<file path="src/rtl/pale_pkg.sv">
// ----------------------------------------------------------------------------
// pale_pkg
// Shared types, codes and widths of the positional array list engine.
// ----------------------------------------------------------------------------
package pale_pkg;

   localparam int WORD_W       = 32;
   localparam int CMD_W        = 3;
   localparam int POS_W        = 5;
   localparam int STATUS_W     = 2;
   localparam int DEF_CAPACITY = 16;

   typedef logic signed [WORD_W-1:0] word_type;

   typedef enum logic [CMD_W-1:0] {
      CMD_CLEAR    = 3'd0,
      CMD_INSERT   = 3'd1,
      CMD_DELETE   = 3'd2,
      CMD_LOCATE   = 3'd3,
      CMD_RETRIEVE = 3'd4,
      CMD_SORTED   = 3'd5
   } cmd_type;

   typedef enum logic [STATUS_W-1:0] {
      STATUS_OK      = 2'd0,
      STATUS_BADPOS  = 2'd1,
      STATUS_FULL    = 2'd2,
      STATUS_MISSING = 2'd3
   } status_type;

   typedef enum logic [1:0] {
      ST_IDLE = 2'b01,
      ST_SCAN = 2'b10
   } state_type;

   typedef enum logic [1:0] {
      CELL_HOLD,
      CELL_WRITE,
      CELL_SHIFT_UP,
      CELL_SHIFT_DOWN
   } cell_op_type;

   typedef struct packed {
      cell_op_type op;
      logic        hit_load;
      logic        hit_shift;
      logic        find_ge;
      logic        live;
   } cell_ctl_type;

   typedef struct packed {
      logic ins_en;
      logic del_en;
      logic hit_load;
      logic hit_shift;
      logic find_ge;
   } list_ctl_type;

endpackage

</file>
<file path="src/rtl/pale_cell.sv">
// ----------------------------------------------------------------------------
// pale_cell
// One list slot: holds an entry and a search flag, moves both to neighbors.
// ----------------------------------------------------------------------------
module pale_cell (
   input  logic                  clock,
   input  pale_pkg::cell_ctl_type ctl,
   input  pale_pkg::word_type    word,
   input  pale_pkg::word_type    prev_entry,
   input  pale_pkg::word_type    next_entry,
   input  logic                  next_hit,
   output pale_pkg::word_type    entry,
   output logic                  hit
);
   import pale_pkg::*;

   word_type entry_ff, entry_in;
   logic     hit_ff, hit_in;
   logic     match, less, flag;

   assign match = (entry_ff == word);
   assign less  = (entry_ff < word);
   assign flag  = ctl.find_ge ? !less : match;

   always_comb begin
      case (ctl.op)
         CELL_WRITE:      entry_in = word;
         CELL_SHIFT_UP:   entry_in = prev_entry;
         CELL_SHIFT_DOWN: entry_in = next_entry;
         default:         entry_in = entry_ff;
      endcase
   end

   always_comb begin
      if (ctl.hit_load) begin
         hit_in = ctl.live && flag;
      end else if (ctl.hit_shift) begin
         hit_in = next_hit;
      end else begin
         hit_in = hit_ff;
      end
   end

   always_ff @(posedge clock) begin
      entry_ff <= entry_in;
      hit_ff   <= hit_in;
   end

   assign entry = entry_ff;
   assign hit   = hit_ff;

endmodule

</file>
<file path="src/rtl/pale_ctrl.sv">
// ----------------------------------------------------------------------------
// pale_ctrl
// Command sequencer: fill count, scan walk, edit control and result register.
// ----------------------------------------------------------------------------
module pale_ctrl #(
   parameter  int CAPACITY = pale_pkg::DEF_CAPACITY,
   localparam int CNT_W    = $clog2(CAPACITY + 1)
) (
   input  logic                            clock,
   input  logic                            reset,
   input  logic                            req_valid,
   output logic                            req_stall,
   input  logic [pale_pkg::CMD_W-1:0]      req_command,
   input  pale_pkg::word_type              req_value,
   input  logic [pale_pkg::POS_W-1:0]      req_position,
   output logic                            rsp_valid,
   input  logic                            rsp_stall,
   output logic [pale_pkg::STATUS_W-1:0]   rsp_status,
   output pale_pkg::word_type              rsp_read_value,
   output logic [pale_pkg::POS_W-1:0]      rsp_found_position,
   output logic [pale_pkg::POS_W-1:0]      rsp_entry_count,
   input  logic                            hit_head,
   input  pale_pkg::word_type              read_word,
   output pale_pkg::list_ctl_type          list_ctl,
   output logic [CNT_W-1:0]                edit_at,
   output pale_pkg::word_type              edit_word,
   output logic [CNT_W-1:0]                list_count
);
   import pale_pkg::*;

   localparam int              CMP_W   = (CNT_W > POS_W) ? CNT_W : POS_W;
   localparam logic [CNT_W-1:0] CAP_CNT = CNT_W'(CAPACITY);

   state_type          state_ff, state_in;
   logic [CNT_W-1:0]   count_ff, count_in;
   logic [CNT_W-1:0]   idx_ff, idx_in;
   cmd_type            cmd_ff, cmd_in;
   word_type           value_ff, value_in;

   logic               rsp_valid_ff, rsp_valid_in;
   status_type         rsp_status_ff, rsp_status_in;
   word_type           rsp_read_value_ff, rsp_read_value_in;
   logic [POS_W-1:0]   rsp_found_position_ff, rsp_found_position_in;
   logic [POS_W-1:0]   rsp_entry_count_ff, rsp_entry_count_in;

   cmd_type            req_cmd;
   logic               accept, out_free, scan_end, produce;
   status_type         status_new;
   word_type           read_new;
   logic [POS_W-1:0]   fpos_new;
   logic [CMP_W-1:0]   pos_x, count_x, idx_x, count_next_x;

   assign req_cmd      = cmd_type'(req_command);
   assign out_free     = !rsp_valid_ff || !rsp_stall;
   assign req_stall    = (state_ff != ST_IDLE) || !out_free;
   assign accept       = req_valid && !req_stall;
   assign pos_x        = CMP_W'(req_position);
   assign count_x      = CMP_W'(count_ff);
   assign idx_x        = CMP_W'(idx_ff);
   assign count_next_x = CMP_W'(count_in);
   assign scan_end     = (idx_ff == count_ff) || hit_head;

   always_comb begin
      state_in   = state_ff;
      count_in   = count_ff;
      idx_in     = idx_ff;
      cmd_in     = cmd_ff;
      value_in   = value_ff;
      produce    = 1'b0;
      status_new = STATUS_OK;
      read_new   = '0;
      fpos_new   = '0;
      list_ctl   = '0;
      edit_at    = idx_ff;
      edit_word  = value_ff;
      case (state_ff)
         ST_IDLE: begin
            edit_word = req_value;
            edit_at   = pos_x[CNT_W-1:0];
            if (accept) begin
               cmd_in   = req_cmd;
               value_in = req_value;
               case (req_cmd)
                  CMD_CLEAR: begin
                     count_in = '0;
                     produce  = 1'b1;
                  end
                  CMD_INSERT: begin
                     produce = 1'b1;
                     if (pos_x > count_x) begin
                        status_new = STATUS_BADPOS;
                     end else if (count_ff == CAP_CNT) begin
                        status_new = STATUS_FULL;
                     end else begin
                        list_ctl.ins_en = 1'b1;
                        count_in        = count_ff + 1'b1;
                     end
                  end
                  CMD_DELETE: begin
                     produce = 1'b1;
                     if (pos_x >= count_x) begin
                        status_new = STATUS_BADPOS;
                     end else begin
                        list_ctl.del_en = 1'b1;
                        count_in        = count_ff - 1'b1;
                     end
                  end
                  CMD_LOCATE: begin
                     list_ctl.hit_load = 1'b1;
                     idx_in            = '0;
                     state_in          = ST_SCAN;
                  end
                  CMD_RETRIEVE: begin
                     produce = 1'b1;
                     if (pos_x >= count_x) begin
                        status_new = STATUS_BADPOS;
                     end else begin
                        read_new = read_word;
                     end
                  end
                  CMD_SORTED: begin
                     if (count_ff == CAP_CNT) begin
                        produce    = 1'b1;
                        status_new = STATUS_FULL;
                     end else begin
                        list_ctl.hit_load = 1'b1;
                        list_ctl.find_ge  = 1'b1;
                        idx_in            = '0;
                        state_in          = ST_SCAN;
                     end
                  end
                  default: begin
                     produce = 1'b1;
                  end
               endcase
            end
         end
         ST_SCAN: begin
            if (scan_end && out_free) begin
               produce  = 1'b1;
               state_in = ST_IDLE;
               if (cmd_ff == CMD_LOCATE) begin
                  if (hit_head) begin
                     fpos_new = idx_x[POS_W-1:0];
                  end else begin
                     status_new = STATUS_MISSING;
                  end
               end else begin
                  list_ctl.ins_en = 1'b1;
                  count_in        = count_ff + 1'b1;
                  fpos_new        = idx_x[POS_W-1:0];
               end
            end else if (!scan_end) begin
               list_ctl.hit_shift = 1'b1;
               idx_in             = idx_ff + 1'b1;
            end
         end
         default: begin
            state_in = ST_IDLE;
         end
      endcase
   end

   assign rsp_valid_in          = produce || (rsp_valid_ff && rsp_stall);
   assign rsp_status_in         = produce ? status_new : rsp_status_ff;
   assign rsp_read_value_in     = produce ? read_new : rsp_read_value_ff;
   assign rsp_found_position_in = produce ? fpos_new : rsp_found_position_ff;
   assign rsp_entry_count_in    = produce ? count_next_x[POS_W-1:0] : rsp_entry_count_ff;

   always_ff @(posedge clock) begin
      if (reset) begin
         state_ff     <= ST_IDLE;
         count_ff     <= '0;
         rsp_valid_ff <= 1'b0;
      end else begin
         state_ff     <= state_in;
         count_ff     <= count_in;
         rsp_valid_ff <= rsp_valid_in;
      end
   end

   always_ff @(posedge clock) begin
      idx_ff                <= idx_in;
      cmd_ff                <= cmd_in;
      value_ff              <= value_in;
      rsp_status_ff         <= rsp_status_in;
      rsp_read_value_ff     <= rsp_read_value_in;
      rsp_found_position_ff <= rsp_found_position_in;
      rsp_entry_count_ff    <= rsp_entry_count_in;
   end

   assign rsp_valid          = rsp_valid_ff;
   assign rsp_status         = rsp_status_ff;
   assign rsp_read_value     = rsp_read_value_ff;
   assign rsp_found_position = rsp_found_position_ff;
   assign rsp_entry_count    = rsp_entry_count_ff;
   assign list_count         = count_ff;

endmodule

</file>
<file path="src/rtl/positional_array_list_engine_top.sv">
// Transfer to result: clear, insert at, delete at, retrieve, unused codes and a sorted
// insert into a full list register the result in the cycle after the transfer; locate
// and sorted insert walk the cell hit shift line to the found index (at most the fill
// count). The next transfer comes as early as the result; a held result stalls input.
// Reset clears the fill count and control; entries are not cleared.
// ----------------------------------------------------------------------------
// positional_array_list_engine_top
// Fixed-capacity ordered list of signed words held in a row of cells.
// ----------------------------------------------------------------------------
module positional_array_list_engine_top #(
   parameter int CAPACITY = pale_pkg::DEF_CAPACITY
) (
   input  logic                          clock,
   input  logic                          reset,
   input  logic                          req_valid,
   output logic                          req_stall,
   input  logic [pale_pkg::CMD_W-1:0]    req_command,
   input  logic signed [pale_pkg::WORD_W-1:0] req_value,
   input  logic [pale_pkg::POS_W-1:0]    req_position,
   output logic                          rsp_valid,
   input  logic                          rsp_stall,
   output logic [pale_pkg::STATUS_W-1:0] rsp_status,
   output logic signed [pale_pkg::WORD_W-1:0] rsp_read_value,
   output logic [pale_pkg::POS_W-1:0]    rsp_found_position,
   output logic [pale_pkg::POS_W-1:0]    rsp_entry_count
);
   import pale_pkg::*;

   localparam int               CNT_W   = $clog2(CAPACITY + 1);
   localparam int               RD_N    = (CAPACITY < (2 ** POS_W)) ? CAPACITY : (2 ** POS_W);
   localparam logic [CNT_W-1:0] CAP_CNT = CNT_W'(CAPACITY);

   list_ctl_type     list_ctl;
   logic [CNT_W-1:0] edit_at;
   word_type         edit_word;
   logic [CNT_W-1:0] list_count;
   word_type         read_word;
   word_type         cell_entry [CAPACITY];
   logic             cell_hit   [CAPACITY];
   cell_ctl_type     cell_ctl   [CAPACITY];

   pale_ctrl #(
      .CAPACITY (CAPACITY)
   ) u_ctrl (
      .clock              (clock),
      .reset              (reset),
      .req_valid          (req_valid),
      .req_stall          (req_stall),
      .req_command        (req_command),
      .req_value          (req_value),
      .req_position       (req_position),
      .rsp_valid          (rsp_valid),
      .rsp_stall          (rsp_stall),
      .rsp_status         (rsp_status),
      .rsp_read_value     (rsp_read_value),
      .rsp_found_position (rsp_found_position),
      .rsp_entry_count    (rsp_entry_count),
      .hit_head           (cell_hit[0]),
      .read_word          (read_word),
      .list_ctl           (list_ctl),
      .edit_at            (edit_at),
      .edit_word          (edit_word),
      .list_count         (list_count)
   );

   always_comb begin
      read_word = '0;
      for (int k = 0; k < RD_N; k++) begin
         if (req_position == POS_W'(k)) begin
            read_word = cell_entry[k];
         end
      end
   end

   for (genvar k = 0; k < CAPACITY; k++) begin : g_cell
      word_type prev_entry;
      word_type next_entry;
      logic     next_hit;

      if (k == 0) begin : g_first
         assign prev_entry = edit_word;
      end else begin : g_mid_prev
         assign prev_entry = cell_entry[k-1];
      end

      if (k == CAPACITY - 1) begin : g_last
         assign next_entry = cell_entry[k];
         assign next_hit   = 1'b0;
      end else begin : g_mid_next
         assign next_entry = cell_entry[k+1];
         assign next_hit   = cell_hit[k+1];
      end

      always_comb begin
         cell_ctl[k].hit_load  = list_ctl.hit_load;
         cell_ctl[k].hit_shift = list_ctl.hit_shift;
         cell_ctl[k].find_ge   = list_ctl.find_ge;
         cell_ctl[k].live      = CNT_W'(k) < list_count;
         if (list_ctl.ins_en && (CNT_W'(k) == edit_at)) begin
            cell_ctl[k].op = CELL_WRITE;
         end else if (list_ctl.ins_en && (CNT_W'(k) > edit_at)) begin
            cell_ctl[k].op = CELL_SHIFT_UP;
         end else if (list_ctl.del_en && (CNT_W'(k) >= edit_at)) begin
            cell_ctl[k].op = CELL_SHIFT_DOWN;
         end else begin
            cell_ctl[k].op = CELL_HOLD;
         end
      end

      pale_cell u_cell (
         .clock      (clock),
         .ctl        (cell_ctl[k]),
         .word       (edit_word),
         .prev_entry (prev_entry),
         .next_entry (next_entry),
         .next_hit   (next_hit),
         .entry      (cell_entry[k]),
         .hit        (cell_hit[k])
      );
   end

`ifndef NO_ASSERTIONS
   a_count_bound: assert property (@(posedge clock) disable iff (reset)
      list_count <= CAP_CNT)
      else $error("fill count above capacity");

   a_edit_exclusive: assert property (@(posedge clock) disable iff (reset)
      !(list_ctl.ins_en && list_ctl.del_en))
      else $error("insert and delete in the same cycle");

   a_insert_grows: assert property (@(posedge clock) disable iff (reset)
      list_ctl.ins_en |=> (list_count == $past(list_count) + 1'b1))
      else $error("insert did not grow the list by one");

   a_load_on_transfer: assert property (@(posedge clock) disable iff (reset)
      list_ctl.hit_load |-> (req_valid && !req_stall))
      else $error("search flags loaded without an input transfer");

   a_held_result_blocks: assert property (@(posedge clock) disable iff (reset)
      (rsp_valid && rsp_stall) |-> req_stall)
      else $error("input taken while a result is held");
`endif

endmodule
</file>
<file path="config.mk">
export PLATFORM = sky130hd
export DESIGN_NAME = positional_array_list_engine_top
export DESIGN_NICKNAME = d
export VERILOG_FILES = /design/src/rtl/pale_pkg.sv /design/src/rtl/pale_cell.sv /design/src/rtl/pale_ctrl.sv /design/src/rtl/positional_array_list_engine_top.sv
export SDC_FILE = /design/constraint.sdc
export NUM_CORES = 2
export LEC_CHECK = 0
export BUFFER_PORTS_ARGS = -buffer_cell sky130_fd_sc_hd__buf_2
export CORE_UTILIZATION = 55
export CTS_BUF_LIST = sky130_fd_sc_hd__clkbuf_16
export DETAILED_ROUTE_END_ITERATION = 10
export PLACE_DENSITY_LB_ADDON = 0.1
export SETUP_SLACK_MARGIN = 0.02
export SYNTH_ARGS = -nofsm -noshare
export SYNTH_HDL_FRONTEND = slang
export SYNTH_SLANG_ARGS = --single-unit
</file>
<file path="constraint.sdc">
create_clock -name clock -period 6.1 [get_ports clock]
set_clock_uncertainty 0.05 [all_clocks]
set_input_delay 0.305 -clock clock [delete_from_list [all_inputs] [get_ports clock]]
set_output_delay 0.305 -clock clock [all_outputs]
set_load 0.005 [all_outputs]
</file>
[After elaboration in Yosys (flattened, before gate mapping)]
Cells that the tools add are included.
Word-level totals
  register bits: 620
  input port bits: 44
  output and inout port bits: 46
  word-level logic and storage cells: 525
Operators by class
  $add $sub $neg: 3
  order comparisons: 66
  equality and inequality tests: 110
  multiplexer cells: 182
  bitwise logic cells: 3
  reduce and logical (&&, ||, !) cells: 119
Operators by type and width (count)
  32-bit one-hot mux with 3 select lines: 14
  32-bit two-way mux: 17
  32-bit equality test: 16
  32-bit < comparator: 16
  32-bit one-hot mux with 2 select lines: 2
  2-bit two-way mux: 58
  1-bit logical AND: 67
  1-bit two-way mux: 65
  5-bit two-way mux: 13
  2-bit equality test (second input constant): 32
  3-bit nonzero test: 14
  4-bit by 5-bit equality test with 1-bit output (first input constant): 8
  5-bit by 4-bit equality test with 1-bit output (second input constant): 8
  4-bit by 5-bit >= comparator with 1-bit output (first input constant): 8
  4-bit by 5-bit greater-than comparator with 1-bit output (first input constant): 8
  4-bit by 5-bit < comparator with 1-bit output (first input constant): 8
  2-bit by 1-bit equality test with 1-bit output (second input constant): 17
  5-bit one-hot mux with 2 select lines: 3
  3-bit by 5-bit equality test with 1-bit output (first input constant): 4
  5-bit by 3-bit equality test with 1-bit output (second input constant): 4
  3-bit by 5-bit >= comparator with 1-bit output (first input constant): 4
  3-bit by 5-bit greater-than comparator with 1-bit output (first input constant): 4
  1-bit zero test: 20
  3-bit by 5-bit < comparator with 1-bit output (first input constant): 4
  other kinds (37): 69

[Longest topological paths before layout]
  depth in word-level cells: 17
  gate-level depth with buffers: 17
  mapped depth without buffers: 13

[Cells and area by module]
Synthesis repeated with hierarchy kept, for this count alone.
Second synthesis, totals
  cells, all modules: 5527
  area, all modules: 51266.7 um^2
Modules (own cells, without submodules)
  pale_cell: instances 16, cells each 265, area each 2567.5 um^2, sequential area each 991.0 um^2
  positional_array_list_engine_top: instances 1, cells each 933, area each 5656.7 um^2, sequential area each 0.0 um^2
  pale_ctrl: instances 1, cells each 354, area each 4530.6 um^2, sequential area each 2682.6 um^2

[Worst setup path after synthesis]
OpenSTA, ideal clock, no wires.
  path type: register -> register
  start: register u_ctrl.state_ff[1]
  end: register g_cell[5].u_cell.entry_ff[0] (enable)
  setup time: 461 ps
  arrival time: 4373 ps
  path slack: 1216 ps
  stages on the path, launching flop included: 11
  path buffers: 1
  clock period less this slack: 4884 ps
  cells stage by stage: dfxtp_1 inv_1 ha_1 buf_2 nand3_1 clkinv_1 nand3_1 o21a_2 nor2_1 nor2_1 nor3_1
On the way
  word-level cells in the longest chain between the ends: 12
Ends and longest elaborated chain
  from (decl): RTL line pale_ctrl.sv:34  | state_type state_ff, state_in;
  from (signal assigned): RTL line pale_ctrl.sv:176  | state_ff <= state_in;
  parallel branches: the longest is 9 deep, another holds 3-bit by 5-bit >= comparator with 1-bit output
  2-bit two-way mux (*): RTL line positional_array_list_engine_top.sv:99  | if (list_ctl.ins_en && (CNT_W'(k) == edit_at)) begin
  2-bit by 1-bit equality test with 1-bit output or 2-bit equality test (tied branches): RTL line pale_cell.sv:26  | case (ctl.op)
  3-bit nonzero test (no source line) (*)
  to (signal assigned): RTL line pale_cell.sv:45  | entry_ff <= entry_in;
  to (decl): RTL line pale_cell.sv:17  | word_type entry_ff, entry_in;
Every way passes the cells marked *.
A chain may end at the register's enable or synchronous reset.

[Final worst setup path]
  start: register u_ctrl.state_ff[1]
  end: register g_cell[5].u_cell.hit_ff, data pin
On the way
  word-level cells in the longest chain between the ends: 9
Ends and longest elaborated chain
  parallel branches: the longest is 8 deep, another holds 32-bit < comparator
  1-bit two-way mux (*): RTL line pale_cell.sv:35  | if (ctl.hit_load) begin
  net g_cell[5].u_cell.hit_in: RTL line pale_cell.sv:18  | logic hit_ff, hit_in;
  to (signal assigned): RTL line pale_cell.sv:46  | hit_ff <= hit_in;
  to (decl): RTL line pale_cell.sv:18
Mark *: on every way through the listed nets, which the timed path passes.

==> summary.md <==
| Metric | Value |
|---|---|
| PortBufs | 89 |
| CORE AREA | 0.0765 mm² |
| Endpoints failing setup | 0 |
| Largest net degree at the start of global routing | 44 |
| CP endpoint kind | flop |
| Post-synth ARST share | 0% |
| Pre-CTS WS | 885 ps |
| Number of synthesized flops with an enable pin | 612 |
| Worst r2r src | u_ctrl.state_ff[1] |
| DR DRC count | 0 |
| Area growth, synth to finish | 12.2% |
| Synth Instances | 4124 |
| Post-DP HPWL | 120000 µm |
| Cell variety after synth | 85 |
| Clk buf depth | 3 |
| Final ANT Viol Nets | 0 |
| # rows | 101 |
| Non-Filler Instances | 5305 |
| Total Neg Setup Slack | 0 ps |
| CP Cell Sequence | inv_1 -> ha_4 -> buf_12 -> mux2i_4 -> buf_4 -> ha_1 -> nand4_1 -> nor4_1 -> o2111ai_1 -> nand3b_1 -> nor4b_1 -> o32a_1 |
| Final Slew Violations | 7 |
| Routed wire length | 168000 µm |
| Slowest cell on crit path | nor4_1 |
| Startpoint Class | flop |
| Period utilization | 86.1% |
| Vias in the first global route | 36900 |
| Gpl congestion | 1.03 |
| Worst R2R End | g_cell[5].u_cell.hit |
| Hold Path Stages | 2 |
| Worst-path fanout max | 22 |
| F_max | 190 MHz |
| Setup crit end | g_cell[5].u_cell.hit |
| Main combinational cell family by area after synthesis | compound AO/OA/AOI/OAI gates |
| Most common cell after layout, fill and taps aside | edfxtp_1 |
| Post-Synth Simple-Gate Area | 9.20% |
| RSZ-0062 raised after global routing | no |
| Prevailing post-synth register cell | edfxtp_1 |
| Global-route wire length before repair | 246000 µm |
| Failing checks | max-capacitance violations, max-slew violations |
| Area fraction in compound gates after synthesis | 26.4% |
| H-tree depth | 3 |
| CP required | 6430 ps |
| VDD IR max | 0.000197 V |
| Synth Area in XOR/XNOR | 0.184% |
| Post-CTS setup buffers | 0 |
| CTS tree | done |
| # fillers | 6297 |
| # clock sinks | 620 |
| Final hold vios | 0 |
| GRT overflow | 0 |
| Die Span Y | 281 µm |
| Crit-path max cell delay | 990 ps |
| Mapped Area | 0.0428 mm² |
| Worst Setup SP | u_ctrl.state_ff[1] |
| R2R Setup Slk | 850 ps |
| Final WS setup | 847 ps |
| Initial Util | 56.0% |
| Worst Hold Class | in -> reg |
| Die width | 281 µm |
| Flops & latches, synth | 620 |
| I/O pins | 90 |
| Die area | 0.0790 mm² |
| Post-synthesis mux area share | 2.38% |
| Clock root cell | clkbuf_16 |
| Synth Area in Adders | 15.3% |
| Via count | 39100 |
| Static leakage | 17.0 nW |
| Power per Cell Area | 236 mW/mm² |
| DP Cell Count | 5132 |
| Initial DRC Count | 6078 |
| Wire per inst | 31.6 µm |
| CTS buffer count | 72 |
| First-pass DRT Iterations | 8 |
| Final #Nets | 4783 |
| Shortest period the worst path allows | 5250 ps |
| Resize count post-CTS | 0 |
| YS warnings | 0 |
| Clock slew at the register clock pins of the worst setup and hold paths | 70 ps |
| GRT Util Overall | 42.0% |
| Max_slew headroom | -5.82% |
| Initial antenna violation count | 5 |
| Register area share after synthesis | 43.3% |
| Clk Latency, worst-skew pair | 630 ps |
| Vias/cell | 7.38 |
| Avg Inst Size Synth | 10.4 µm² |
| Layout cells sized above 1 | 11.4% |
| Max_cap viols | 1 |
| Most frequent cells in the layout | 612 x edfxtp_1, 557 x o21ai_0, 525 x a22oi_1 |
| Status | complete, but fails checks |
| Critical path class | reg -> reg |
| Worst slew pin tran | 1580 ps |
| CP Data Arrival Time | 5580 ps |
| R2R cell count | 12 |
| Post-synth net total | 4693 |
[worst min-delay path by stage]
stage                         start                    to  slack [ps]
2_1_floorplan                 reset  u_ctrl.list_count[0]         330
3_3_place_gp   g_cell[2].u_cell.hit  g_cell[1].u_cell.hit         460
3_5_place_dp   g_cell[2].u_cell.hit  g_cell[1].u_cell.hit         470
4_1_cts               req_value[21]   u_ctrl.value_ff[21]         370
5_1_grt               req_value[30]   u_ctrl.value_ff[30]         380
6_report              req_value[30]   u_ctrl.value_ff[30]         380
[routing by layer]
| layer | up-vias | routed length, µm | GRT usage, % |
|---|---|---|---|
| met5 | - | 0 | 0 |
| met2 | 3047 | 71900 | 62.2 |
| met4 | 0 | 11200 | 24.2 |
| met3 | 570 | 21500 | 9.83 |
| met1 | 18600 | 62900 | 56.2 |
| li1 | 16900 | - | - |
[report_power, final]
part	switching, mW	internal, mW	total (mW)
combinational	1.31	0.745	2.06
clock	1.89	2.45	4.34
sequential	0.0775	4.87	4.95
[kinds of logic after synthesis]
logic type                 count (synthesis)
AOI/OAI and AO/OA                       1752
xor gates and xnor gates                   9
adders and majority gates                525
buffers and inverters                    342
DFF                                      620
muxes                                     95
and+or+nand+nor                          781
[registers in the layout, indices dropped and copies added (netlist names)]
register,cells
u_ctrl.idx_ff,5
u_ctrl.rsp_read_value,32
u_ctrl.value_ff,32
u_ctrl.cmd_ff,3
u_ctrl.rsp_valid,1
u_ctrl.state_ff,2
u_ctrl.rsp_status,2
g_cell.u_cell.hit,16
u_ctrl.list_count,5
u_ctrl.rsp_found_position,5
g_cell.u_cell.entry,512
u_ctrl.rsp_entry_count,5
[cell usage after synthesis, drive strengths merged, types with 18 or more instances]
master / instances / area share [%]
o21ai: 616 / 7.2
a21oi: 211 / 2.5
o211ai: 21 / 0.37
nand2: 141 / 1.2
ha: 525 / 15
a22oi: 525 / 9.2
mux2i: 75 / 1.8
buf: 49 / 0.62
o22ai: 43 / 0.63
nor2: 207 / 1.8
nor2b: 38 / 0.56
o21a: 22 / 0.39
clkbuf: 210 / 1.8
nand3: 90 / 1.1
and2: 18 / 0.27
a21o: 59 / 1.0
a211oi: 41 / 0.72
nand2b: 30 / 0.44
nor4: 22 / 0.32
edfxtp: 612 / 43
a222oi: 39 / 0.91
nor3: 56 / 0.71
inv: 82 / 0.72
a31oi: 27 / 0.39
a221oi: 27 / 0.55
a2111oi: 20 / 0.41
nand4: 105 / 1.5
[layout make-up]
cell class	count	area (µm²)	share of cell area, %
Antenna cell	4	10.0	0.0208
Sequential cell	620	18500	38.6
Clock buffer	74	1850	3.85
Timing Repair Buffer	275	1960	4.08
Multi-Input combinational cell	3162	23700	49.3
Inverter	83	312	0.648
Clock inverter	57	422	0.878
Tap cell	1030	1290	2.68
[critical path, delay by kind of cell, from the launching register on]
family	cells	cell delay, ps
AOI/OAI and AO/OA	2	790
adders and majority gates	2	680
buffers and inverters	3	770
DFF	1	320
muxes	1	870
and+or+nand+nor	4	1440
[per-stage QoR]
| step | hold slack (ps) | instance area (µm²) | power, mW | utilization [%] |
|---|---|---|---|---|
| global route | 379 | 48000 | 11.7 | 62.8 |
| detailed placement | 471 | 45400 | 6.99 | 59.4 |
| floorplan | 327 | 42800 | 6.20 | - |
| finish | 382 | 48100 | 11.3 | 62.8 |
| CTS | 367 | 48000 | 11.3 | 62.8 |
| global placement | 458 | 45400 | 6.94 | 59.4 |
[timing repair]
action,in CTS,in global routing
setup endpoints to repair,0,0
hold buffers,38,0
hold endpoints to repair,41,0
Note: power is estimated with default switching activity, not from simulation.
